[config.mk]
export PLATFORM = sky130hd
export DESIGN_NAME = priority_sorted_round_robin_scheduler_core
export DESIGN_NICKNAME = d
export VERILOG_FILES = /design/src/rtl/psrr_pkg.sv /design/src/rtl/priority_sorted_round_robin_scheduler_core.sv
export VERILOG_INCLUDE_DIRS = /design/src /design/src/rtl
export SDC_FILE = /design/constraint.sdc
export NUM_CORES = 1
export LEC_CHECK = 0
export ABC_AREA = 1
export BUFFER_PORTS_ARGS = -buffer_cell sky130_fd_sc_hd__buf_2
export CORE_UTILIZATION = 69
export CTS_BUF_LIST = sky130_fd_sc_hd__clkbuf_8
export DETAILED_ROUTE_END_ITERATION = 10
export PLACE_DENSITY = 0.88
export SETUP_SLACK_MARGIN = 0.15
export SLEW_MARGIN = 20
export SYNTH_ARGS = -nofsm -noshare
export SYNTH_HDL_FRONTEND = slang
export SYNTH_SLANG_ARGS = --single-unit
[constraint.sdc]
create_clock -name clk -period 6.83 [get_ports clk]
set_input_delay 0.683 -clock clk [delete_from_list [all_inputs] [get_ports clk]]
set_output_delay 0.683 -clock clk [all_outputs]
set_load 0.05 [all_outputs]
[src/rtl/priority_sorted_round_robin_scheduler_core_assert.svh]
// ---------------------------------------------------------------------------
// Scheduler assertion macros
// Concurrent check wrappers; empty when SYNTHESIS is defined.
// ---------------------------------------------------------------------------
`ifndef PRIORITY_SORTED_ROUND_ROBIN_SCHEDULER_CORE_ASSERT_SVH
`define PRIORITY_SORTED_ROUND_ROBIN_SCHEDULER_CORE_ASSERT_SVH

`ifndef SYNTHESIS
`define PSRR_ASSERT_IMP(lbl, c, r, pre, post) \
	lbl: assert property (@(posedge c) disable iff (!r) (pre) |-> (post)) \
		else $error("scheduler check failed");
`define PSRR_ASSERT_NXT(lbl, c, r, pre, post) \
	lbl: assert property (@(posedge c) disable iff (!r) (pre) |=> (post)) \
		else $error("scheduler check failed");
`else
`define PSRR_ASSERT_IMP(lbl, c, r, pre, post)
`define PSRR_ASSERT_NXT(lbl, c, r, pre, post)
`endif

`endif

[src/rtl/psrr_pkg.sv]
// ---------------------------------------------------------------------------
// Scheduler package
// Opcodes, task status codes, field widths and the table entry layout.
// ---------------------------------------------------------------------------
package psrr_pkg;

	localparam int MAX_TASKS_DEF = 8;
	localparam int PRIO_BITS     = 8;
	localparam int TAG_BITS      = 32;
	localparam int SLOT_BITS     = 3;

	localparam logic [1:0] OP_ADD   = 2'd0;
	localparam logic [1:0] OP_SET   = 2'd1;
	localparam logic [1:0] OP_START = 2'd2;
	localparam logic [1:0] OP_TICK  = 2'd3;

	localparam logic [1:0] ST_BLOCKED = 2'd0;
	localparam logic [1:0] ST_READY   = 2'd1;
	localparam logic [1:0] ST_RUNNING = 2'd2;

	typedef struct packed {
		logic [PRIO_BITS-1:0] prio;
		logic [TAG_BITS-1:0]  tag;
	} dent_t;

endpackage

[src/rtl/priority_sorted_round_robin_scheduler_core.sv]
// ---------------------------------------------------------------------------
// Priority-sorted round-robin scheduler core
// Add and set status go from idle straight to the response state. Tick marks the current slot ready,
// then checks up to N slots from the next one. Start: each bubble pass reads, loads, does L compares and
// writes the last entry; a slot scan from the current slot follows. Each memory is 1R1W; one beat at a time.
// arst_n clears task count, current slot, started flag and control; tables are not cleared.
// ---------------------------------------------------------------------------
`include "priority_sorted_round_robin_scheduler_core_assert.svh"

module priority_sorted_round_robin_scheduler_core
	import psrr_pkg::*;
#(
	parameter int MAX_TASKS = MAX_TASKS_DEF
) (
	input  logic                 clk,
	input  logic                 arst_n,
	input  logic                 in_valid,
	output logic                 in_stall,
	input  logic [1:0]           opcode,
	input  logic [SLOT_BITS-1:0] slot,
	input  logic [PRIO_BITS-1:0] priority_req,
	input  logic [1:0]           task_status,
	input  logic [TAG_BITS-1:0]  task_tag,
	output logic                 out_valid,
	input  logic                 out_stall,
	output logic                 ok,
	output logic                 none_ready,
	output logic [SLOT_BITS-1:0] running_slot,
	output logic [TAG_BITS-1:0]  running_tag
);

	localparam int IW = $clog2(MAX_TASKS);
	localparam int CW = $clog2(MAX_TASKS + 1);

	localparam logic [2:0] S_IDLE  = 3'd0;
	localparam logic [2:0] S_SRD0  = 3'd1;
	localparam logic [2:0] S_SLOAD = 3'd2;
	localparam logic [2:0] S_SCMP  = 3'd3;
	localparam logic [2:0] S_SEND  = 3'd4;
	localparam logic [2:0] S_SCAN0 = 3'd5;
	localparam logic [2:0] S_SCHK  = 3'd6;
	localparam logic [2:0] S_RESP  = 3'd7;

	logic [1:0] st_mem [MAX_TASKS];
	dent_t      dt_mem [MAX_TASKS];

	logic [2:0]           state_q;
	logic [CW-1:0]        count_q;
	logic [IW-1:0]        cur_q;
	logic                 started_q;
	logic                 tick_q;
	logic [IW-1:0]        last_q;
	logic [IW-1:0]        j_q;
	logic                 moved_q;
	logic [1:0]           carry_st_q;
	dent_t                carry_dt_q;
	logic [IW-1:0]        pos_q;
	logic [CW-1:0]        k_q;
	logic                 res_ok_q;
	logic                 res_none_q;
	logic [SLOT_BITS-1:0] res_slot_q;
	logic [TAG_BITS-1:0]  res_tag_q;
	logic                 out_valid_q;
	logic                 ok_q;
	logic                 none_q;
	logic [SLOT_BITS-1:0] slot_q;
	logic [TAG_BITS-1:0]  tag_q;
	logic [1:0]           rd_st_q;
	dent_t                rd_dt_q;

	logic          rd_en;
	logic [IW-1:0] ra;
	logic          st_we;
	logic          dt_we;
	logic [IW-1:0] wa;
	logic [1:0]    st_wd;
	dent_t         dt_wd;

	logic                 accept;
	logic                 out_free;
	logic [CW-1:0]        cnt_m1;
	logic [CW+2:0]        slot_w;
	logic [CW+2:0]        count_w;
	logic [IW+2:0]        pos_w;
	logic [IW-1:0]        pos_nx;
	logic [IW-1:0]        cur_nx;
	logic [IW-1:0]        j_nx;
	logic                 swap;
	logic                 found;

	function automatic logic [IW-1:0] wrap_inc(input logic [IW-1:0] p, input logic [CW-1:0] n);
		logic [CW-1:0] nx;
		nx = CW'(p) + CW'(1);
		return (nx == n) ? '0 : nx[IW-1:0];
	endfunction

	assign accept   = in_valid && (state_q == S_IDLE);
	assign in_stall = (state_q != S_IDLE);
	assign out_free = !out_valid_q || !out_stall;
	assign cnt_m1   = count_q - CW'(1);
	assign slot_w   = {{CW{1'b0}}, slot};
	assign count_w  = {3'b000, count_q};
	assign pos_w    = {3'b000, pos_q};
	assign pos_nx   = wrap_inc(pos_q, count_q);
	assign cur_nx   = wrap_inc(cur_q, count_q);
	assign j_nx     = j_q + IW'(1);
	assign swap     = carry_dt_q.prio > rd_dt_q.prio;
	assign found    = (rd_st_q == ST_READY);

	always_comb begin
		rd_en = 1'b0;
		ra    = '0;
		st_we = 1'b0;
		dt_we = 1'b0;
		wa    = '0;
		st_wd = task_status;
		dt_wd = '{prio: priority_req, tag: task_tag};
		unique case (state_q)
			S_IDLE: begin
				if (accept) begin
					case (opcode)
						OP_ADD: begin
							st_we = (count_q < CW'(MAX_TASKS));
							dt_we = st_we;
							wa    = count_q[IW-1:0];
						end
						OP_SET: begin
							st_we = (slot_w < count_w);
							wa    = slot_w[IW-1:0];
						end
						OP_TICK: begin
							st_we = started_q;
							wa    = cur_q;
							st_wd = ST_READY;
						end
						default: ;
					endcase
				end
			end
			S_SRD0: begin
				rd_en = 1'b1;
				ra    = '0;
			end
			S_SLOAD: begin
				rd_en = 1'b1;
				ra    = IW'(1);
			end
			S_SCMP: begin
				st_we = 1'b1;
				dt_we = 1'b1;
				wa    = j_q;
				st_wd = swap ? rd_st_q : carry_st_q;
				dt_wd = swap ? rd_dt_q : carry_dt_q;
				rd_en = (j_nx != last_q);
				ra    = j_q + IW'(2);
			end
			S_SEND: begin
				st_we = 1'b1;
				dt_we = 1'b1;
				wa    = last_q;
				st_wd = carry_st_q;
				dt_wd = carry_dt_q;
			end
			S_SCAN0: begin
				rd_en = 1'b1;
				ra    = pos_q;
			end
			S_SCHK: begin
				if (found) begin
					st_we = tick_q;
					wa    = pos_q;
					st_wd = ST_RUNNING;
				end else if (k_q != cnt_m1) begin
					rd_en = 1'b1;
					ra    = pos_nx;
				end
			end
			S_RESP: ;
			default: ;
		endcase
	end

	always_ff @(posedge clk) begin
		if (st_we) begin
			st_mem[wa] <= st_wd;
		end
		if (dt_we) begin
			dt_mem[wa] <= dt_wd;
		end
		if (rd_en) begin
			rd_st_q <= st_mem[ra];
			rd_dt_q <= dt_mem[ra];
		end
	end

	always_ff @(posedge clk or negedge arst_n) begin
		if (!arst_n) begin
			state_q     <= S_IDLE;
			count_q     <= '0;
			cur_q       <= '0;
			started_q   <= 1'b0;
			out_valid_q <= 1'b0;
		end else begin
			if (state_q == S_RESP && out_free) begin
				out_valid_q <= 1'b1;
			end else if (!out_stall) begin
				out_valid_q <= 1'b0;
			end
			unique case (state_q)
				S_IDLE: begin
					if (accept) begin
						res_ok_q   <= 1'b0;
						res_none_q <= 1'b0;
						res_slot_q <= '0;
						res_tag_q  <= '0;
						tick_q     <= 1'b0;
						k_q        <= '0;
						pos_q      <= cur_q;
						state_q    <= S_RESP;
						case (opcode)
							OP_ADD: begin
								if (count_q < CW'(MAX_TASKS)) begin
									count_q  <= count_q + CW'(1);
									res_ok_q <= 1'b1;
								end
							end
							OP_SET: begin
								res_ok_q <= (slot_w < count_w);
							end
							OP_START: begin
								if (count_q == CW'(1)) begin
									state_q <= S_SCAN0;
								end else if (count_q != '0) begin
									last_q  <= cnt_m1[IW-1:0];
									state_q <= S_SRD0;
								end
							end
							OP_TICK: begin
								if (started_q) begin
									tick_q  <= 1'b1;
									pos_q   <= cur_nx;
									state_q <= S_SCAN0;
								end
							end
							default: ;
						endcase
					end
				end
				S_SRD0: begin
					state_q <= S_SLOAD;
				end
				S_SLOAD: begin
					carry_st_q <= rd_st_q;
					carry_dt_q <= rd_dt_q;
					j_q        <= '0;
					moved_q    <= 1'b0;
					state_q    <= S_SCMP;
				end
				S_SCMP: begin
					if (swap) begin
						moved_q <= 1'b1;
					end else begin
						carry_st_q <= rd_st_q;
						carry_dt_q <= rd_dt_q;
					end
					j_q <= j_nx;
					if (j_nx == last_q) begin
						state_q <= S_SEND;
					end
				end
				S_SEND: begin
					if (!moved_q || last_q == IW'(1)) begin
						state_q <= S_SCAN0;
					end else begin
						last_q  <= last_q - IW'(1);
						state_q <= S_SRD0;
					end
				end
				S_SCAN0: begin
					state_q <= S_SCHK;
				end
				S_SCHK: begin
					if (found) begin
						cur_q      <= pos_q;
						started_q  <= 1'b1;
						res_ok_q   <= 1'b1;
						res_slot_q <= pos_w[SLOT_BITS-1:0];
						res_tag_q  <= rd_dt_q.tag;
						state_q    <= S_RESP;
					end else if (k_q == cnt_m1) begin
						started_q  <= 1'b0;
						res_none_q <= 1'b1;
						state_q    <= S_RESP;
					end else begin
						k_q   <= k_q + CW'(1);
						pos_q <= pos_nx;
					end
				end
				S_RESP: begin
					if (out_free) begin
						state_q <= S_IDLE;
					end
				end
				default: state_q <= S_IDLE;
			endcase
		end
	end

	always_ff @(posedge clk) begin
		if (state_q == S_RESP && out_free) begin
			ok_q   <= res_ok_q;
			none_q <= res_none_q;
			slot_q <= res_slot_q;
			tag_q  <= res_tag_q;
		end
	end

	assign out_valid    = out_valid_q;
	assign ok           = ok_q;
	assign none_ready   = none_q;
	assign running_slot = slot_q;
	assign running_tag  = tag_q;

	`PSRR_ASSERT_IMP(a_count_max, clk, arst_n, 1'b1, count_q <= CW'(MAX_TASKS))
	`PSRR_ASSERT_IMP(a_started_cur, clk, arst_n, started_q, count_q != '0 && CW'(cur_q) < count_q)
	`PSRR_ASSERT_IMP(a_rw_apart, clk, arst_n, st_we && rd_en, wa != ra)
	`PSRR_ASSERT_IMP(a_sort_bound, clk, arst_n, state_q == S_SCMP, j_q < last_q)
	`PSRR_ASSERT_NXT(a_out_load, clk, arst_n, state_q == S_RESP && out_free, out_valid_q)

endmodule

==> results of run 1 <==
## cell usage after synthesis
library cell and instances:
nor2_2 2, edfxtp_1 509, a2111oi_0 1, o21ai_1 1, o21ai_0 24, o31ai_1 1
a21oi_4 1, o2bb2ai_1 1, o21ai_4 1, nor2_1 83, o21a_1 2, or2_2 1
clkinv_1 2, nor3_1 1, o211ai_1 41, a22oi_1 1, a21boi_0 2, buf_4 13
ha_1 23, nand4_1 6, o221ai_1 3, a21oi_1 25, nand3_1 358, nand2_1 545
xor2_1 8, inv_1 432, inv_2 6, a31oi_1 3, dfrtp_1 12, mux2i_1 1
clkbuf_1 34, xnor2_1 4, nand2_2 4, buf_1 7, nor4_1 1, o22ai_1 3
buf_2 46
## cell families (layout without fill, tap and decap cells)
kind of cell	Yosys count	count (layout)	share of synthesized area
AOI/OAI and AO/OA	110	110	0.03106
and+or+nand+nor	1001	1001	0.1838
buffers and inverters	540	683	0.09243
muxes	1	1	0.0004337
adders and majority gates	23	23	0.01247
xor gates and xnor gates	12	12	0.004554
DFF	521	521	0.6753
## critical path, cell delays in order, from the launching register on
cell      delay [ns]
dfrtp_1         0.40
inv_1           0.09
ha_1            0.23
nand2_2         0.07
buf_4           0.59
clkinv_1        0.45
nand2_1         0.17
nor2_1          0.07
nand2_4         0.72
buf_4           0.61
nand3_1         0.20
nand3_1         0.16
nand2_1         0.07
nand2_1         0.07
nand2_1         0.07
## sequential cells by signal, indices dropped and copies added, names as in the netlist, 2 cells and up
signal / cells
carry_st_q: 2
carry_dt_q: 40
pos_q: 3
cur_q: 3
last_q: 3
running_slot: 3
rd_dt_q: 40
running_tag: 32
state_q: 3
res_slot_q: 3
dt_mem: 320
st_mem: 16
rd_st_q: 2
res_tag_q: 32
j_q: 3
count_q: 4
k_q: 4
## power breakdown
part           switching (mW)  internal [mW]
logic                    3.74           1.23
registers               0.241           4.85
clock network            1.19           1.19
total                    5.17           7.27
## final timing paths
| check | start | to |
|---|---|---|
| max in group asynchronous | arst_n | cur_q[1] |
| min reg2reg | res_tag_q[22] | running_tag[22] |
| min | out_stall | out_valid |
| max | state_q[0] | rd_dt_q[22] |
| min in group asynchronous | arst_n | state_q[0] |
| max reg2reg | state_q[0] | rd_dt_q[22] |
## per-layer routing
layer,GRT usage,vias to the layer above
li1,-,7417
met1,0.4401,7808
met2,0.5729,1245
met3,0.06174,222
met4,0.1805,0
met5,0,-
## final cells by class
type	count	area (um^2)
sequential	521	15580
multi-input combinational	1147	5483
fill	1915	7347
clock buffer	82	1129
timing repair buffer	118	685.7
tap	442	553.0
clock inverter	43	266.5
inverter	440	1653
## through the flow
| step | setup WS (ns) | area (um^2) |
|---|---|---|
| final | 2.492 | 25350 |
| after global routing | 2.312 | 25350 |
| after CTS | 2.682 | 25330 |
| after detailed placement | 2.754 | 23920 |
| after global placement | 2.849 | 23920 |
| after floorplan | 3.219 | 23080 |
## layout by cell type, fill, tap and decap left out, types with 2 or more instances in the layout
cell and instances:
nand2_2 4, xor2_1 8, a31oi_1 3, buf_2 89
clkinv_1 8, nand2_1 544, nand3_1 357, edfxtp_1 509
a21boi_0 2, o21a_1 2, ha_1 23, o22ai_1 3
clkbuf_8 82, xnor2_1 4, o221ai_1 3, nand4_1 6
nor2_4 11, nor2_1 74, o21ai_0 24, inv_2 6
a21oi_1 23, inv_1 457, dfrtp_1 12, inv_8 3
o211ai_1 41, clkinv_2 5, a21oi_4 3, bufinv_16 2
buf_4 27
## what timing repair did
action	CTS	global route
endpoints found under the setup margin	0	0
buffers inserted	0	0
hold buffers	1	0
endpoints found under the hold margin	12	0
==> results.md, run 1 <==
- Setup TNS: 0 ns
- R2R depth: 14
- Gr usage total: 0.3462
- Final Hold Slack: 0.3509 ns
- Worst setup path class: reg2reg
- Outcome: completed
- Critical path capture point type: flip-flop
- Root Driver: clkbuf_8
- Metal1 wirelength: 20,340 um
- Peak VDD IR: 0.0003243 V
- Remaining DRCs: 0
- Max clock buf depth: 3
- Yosys warns: 0
- Max-slew violations: 0
- Fraction of layout cells with a size suffix above 1: 0.1017
- Clk Latency, worst-skew pair: 0.65 ns
- Flops & latches, synth: between 500 and 600
- F_max: about 0.23 GHz
- P per Cell Area: 490.5 mW/mm^2
- Area delta synth->final: 9.856%
- # rows: 66
- Initial Util: 0.7058
- Critical-path maximum fanout: 86
- Number of distinct library cells after synthesis: 37
- Rel. slew slack: 0.2378
- Initial antenna violation count: 1
- Pre-antenna DRT Iters: 8
- R2R setup slack: 2.49 ns
- Boundary Pins: 90
- Top Metal Used: met4
- Number of global-route vias before repair: approximately 17,000
- Fin nets: 2,382
- Placed insts: roughly 2,700
- Share of the synthesized area in the top cell type: 0.6623
- Clock skew: ~0.050 ns
- Post-DP HPWL: ~31,000 um
- Mean post-synth cell area: 10.45 um^2
- Cts bufs inserted: 80
- Hold Fails Final Rpt: 0
- Clk sink count: 521
- WL final: 57,350 um
- Iter 0 DRT Violations: 2,369
- Final RePlAce weighted congestion: 0.9352
- Final Setup Violations: 0
- RSZ-0062 raised after global routing: no
- Worst min-delay path category: in2reg
- Post-Syn Nets: 2,282
- Detail Route Antenna Nets: 0
- Vias/cell: 5.976
- Hold path depth: 3
- Cell Area, Synth: between 0.02 and 0.025 mm^2
- Max-cap violation count: 0
- CP Data Required Time: 7.21 ns
- Met2 Routed Length: 28,210 um
- First-pass GRT wire length: approximately 88,000 um
- Leak: 11.13 nW
- H-tree lvl count: 3
- Final core utilization: 0.7753
- Final period util: 0.6351
- Yosys top cell by area: edfxtp_1
- CTS tree: built
- IO buf count: just under 90
- Post-route total power: 12.44 mW
- CTS clk-pin slew, worst paths: 0.07 ns
- Cells after Synth: 2,208
- CP Launch Type: flip-flop
- Seq/Total Area, Yosys: 0.6753
- Crit path DAT: between 4 and 5 ns
- Cts repair resizes: 0
- Die area: 0.03418 mm^2
- Antenna cell count: 0
- Post-route insts no fill: 2,793
- Min cycle time layout: approximately 4.3 ns
- Detailed-route via count: ~17,000
- Die height: 184.9 um
- Pin count of the biggest net entering global routing: 93
- Met3 WL: 6584 um
- Grt total ovfl: 0
- Die width: 184.9 um
- Core Footprint: ~0.033 mm^2
- Worst-margin pin slew: about 1.1 ns
- WL/cell: ~21 um
- Ranking of synthesized cells by area: edfxtp_1 (66%), nand2_1 (8.9%), nand3_1 (7.8%), inv_1 (7.0%), nor2_1 (1.3%)
No activity file was read; power rests on OpenSTA's default activity.
==> run 2, diff against run 1 <==
CORE_UTILIZATION = 64   (was 69)
PLACE_DENSITY = 0.82   (was 0.88)
clock period = 4 ns   (was 6.83 ns; I/O delays follow)
==> run 2 against run 1 <==
Final cell count is 1.4% higher; sequential cell count did not move; clock skew decreased by 0.029 ns; critical endpoint is now rd_dt_q[16]; largest cell class unchanged.
==> results.md, run 2 (synthesis results as in run 1) <==
- CP Data Required Time: 4.38 ns (-2.83 ns)
- Min cycle time layout: 3.248 ns (-1.090 ns)
- Setup TNS: 0 ns (unchanged)
- Crit path cell chain: inv_2 > ha_1 > xor2_1 > nand2_1 > nor2_1 > nand2_2 > nand2_2 > inv_1 > nand2_4 > buf_12 > nand3_1 > nand3_1 > nand2_1 > nand2_1 > nand2_1
- Outcome: completed
- Hold Fails Final Rpt: 0 (unchanged)
- RSZ-0062 raised after global routing: no
- Clk Latency, worst-skew pair: 0.64 ns (about the same)
- First-pass GRT wire length: 85,650 um (-3.1%)
- Root Driver: clkbuf_8
- Remaining DRCs: 0 (unchanged)
- Sequential fraction of design power: 0.409 (about the same)
- Max-slew violations: 0 (unchanged)
- Iter 0 DRT Violations: 1,714 (-28%)
- Peak VDD IR: 0.0007856 V (+140%)
- Max clock buf depth: 3 (unchanged)
- Critical path capture point type: flip-flop
- Core Footprint: 0.03557 mm^2 (+8.8%)
- Final RePlAce weighted congestion: 0.9255 (-1.0%)
- Final Hold Slack: 0.06622 ns (-0.2847 ns)
- Leak: 11.22 nW (+0.74%)
- Boundary Pins: 90 (unchanged)
- WL/cell: 19.45 um (-5.3%)
- Die width: 191.9 um (+3.8%)
- Vias/cell: 5.719 (-4.3%)
- Die area: 0.03683 mm^2 (+7.7%)
- CP max-delay cell: dfrtp_1
- Most frequent cells in the layout: nand2_1 (543), edfxtp_1 (509), inv_1 (457)
- Rel. slew slack: 0.3364 (+0.09862)
- Pin count of the biggest net entering global routing: 169 (+82%)
- P per Cell Area: 824.3 mW/mm^2 (+68%)
- CTS tree: built
- Regs by FF count: dt_mem (320), carry_dt_q (40), rd_dt_q (40)
- Grt total ovfl: 0 (unchanged)
- Detailed-route via count: 16,202 (-2.9%)
- CTS clk-pin slew, worst paths: 0.06 ns (about the same)
- F_max: 0.3079 GHz (+34%)
- Clk sink count: 521 (unchanged)
- Detail Route Antenna Nets: 0 (unchanged)
- Most used cell along the critical path: nand2_1
- Final period util: 0.8119 (+0.1768)
- Internal Pwr Total: 12.50 mW (+72%)
- Worst setup path class: reg2reg
- Critical-path maximum fanout: 63 (-27%)
- Initial Util: 0.6489 (-0.05690)
- Cts bufs inserted: 81 (+1.3%)
- CP Launch Type: flip-flop
- Biggest register: dt_mem
- Comb power frac: 0.397 (-0.002)
- Worst-margin pin slew: 0.9931 ns (-0.1474 ns)
- Max FFs per register: 320 (unchanged)
- Die height: 191.9 um (+3.8%)
- Psw: 8.619 mW (+67%)
- Cts repair resizes: 0 (unchanged)
- Worst min-delay path category: in2reg
- Area delta synth->final: 11.03%
- Pre-antenna DRT Iters: 6 (-2)
- Crit path DAT: 3.63 ns (-1.09 ns)
- Most common cell after layout, fill and taps aside: nand2_1
- Clk pwr share: 0.194 (+0.002)
- Number of global-route vias before repair: 16,144 (-4.7%)
- Initial antenna violation count: 0 (-1)
- WL final: 55,090 um (-3.9%)
- H-tree lvl count: 3 (unchanged)
- Sw frac: 0.4080 (-0.007762)
- IO buf count: 89 (unchanged)
- Fraction of layout cells with a size suffix above 1: 0.1050 (+0.003316)
- Max-cap violation count: 0 (unchanged)
- # rows: 69 (+4.5%)
- Fin nets: 2,384 (+0.084%)
- Antenna cell count: 0 (unchanged)
- CP max stage delay: 0.55 ns (-0.17 ns)
- Post-DP HPWL: 30,280 um (-3.1%)
- Gr usage total: 0.3103 (-0.03585)
- Final Setup Violations: 0 (unchanged)
- Clock skew: 0.02130 ns (-0.02908 ns)
## run 2: layout make-up
cell class / instances / area [um^2]
clock buffer: 86 / 1184
clock inverter: 59 / 285.3
fill: 2367 / 9945
inverter: 440 / 1652
multi-input combinational: 1147 / 5478
sequential: 521 / 15580
tap: 461 / 576.8
timing repair buffer: 119 / 864.6
## run 2: per-layer routing
metal  vias to the layer above  global-route usage  wire length [um]
li1                       7453                   -                 -
met1                      7652              0.3958             20310
met2                       953              0.5160             27070
met3                       144             0.06176              5895
met4                         0              0.1392              1810
met5                         -                   0                 0
## run 2: final timing paths
path	to	startpoint	slack (ns)	cells after the start
min in group asynchronous	out_valid	arst_n	0.20	2
setup reg to reg	rd_dt_q[16]	count_q[0]	0.75	15
max in group asynchronous	cur_q[2]	arst_n	3.53	2
hold reg to reg	running_tag[2]	res_tag_q[2]	0.41	0
hold / removal	out_valid	out_stall	0.07	3
setup / recovery	rd_dt_q[16]	count_q[0]	0.75	15
## run 2: per-stage QoR
step	worst slack (ns)	cells	total power [mW]	util	instance area, um^2
finish	0.7524	2833	21.12	0.7204	25620
global route	0.5334	2833	22.29	0.7204	25620
CTS	0.6730	2833	21.09	0.7203	25620
detailed placement	0.6903	2687	16.98	0.6787	24140
global placement	0.8074	2687	16.58	0.6787	24140
floorplan	0.3890	2208	14.45	-	23080
## run 2: repair_timing
item | in CTS | in global routing
endpoints found under the hold margin | 12 | 0
hold buffers | 1 | 0
buffers inserted | 0 | 0
## run 2: power by group through the flow
stage / clock (mW) / sequential (mW) / combinational [mW]
floorplan: 0 / 9.03 / 5.42
global placement: 0 / 8.68 / 7.90
detailed placement: 0 / 8.73 / 8.25
CTS: 4.13 / 8.63 / 8.33
global route: 4.36 / 8.74 / 9.20
finish: 4.10 / 8.64 / 8.39
## run 2: worst max-delay path: cells and delay by family (launching register included)
family,cells,cell delay (ns)
simple gates,10,1.29
xor+xnor,1,0.16
buf+inv,3,0.58
flops,1,0.55
fa+ha+maj,1,0.37
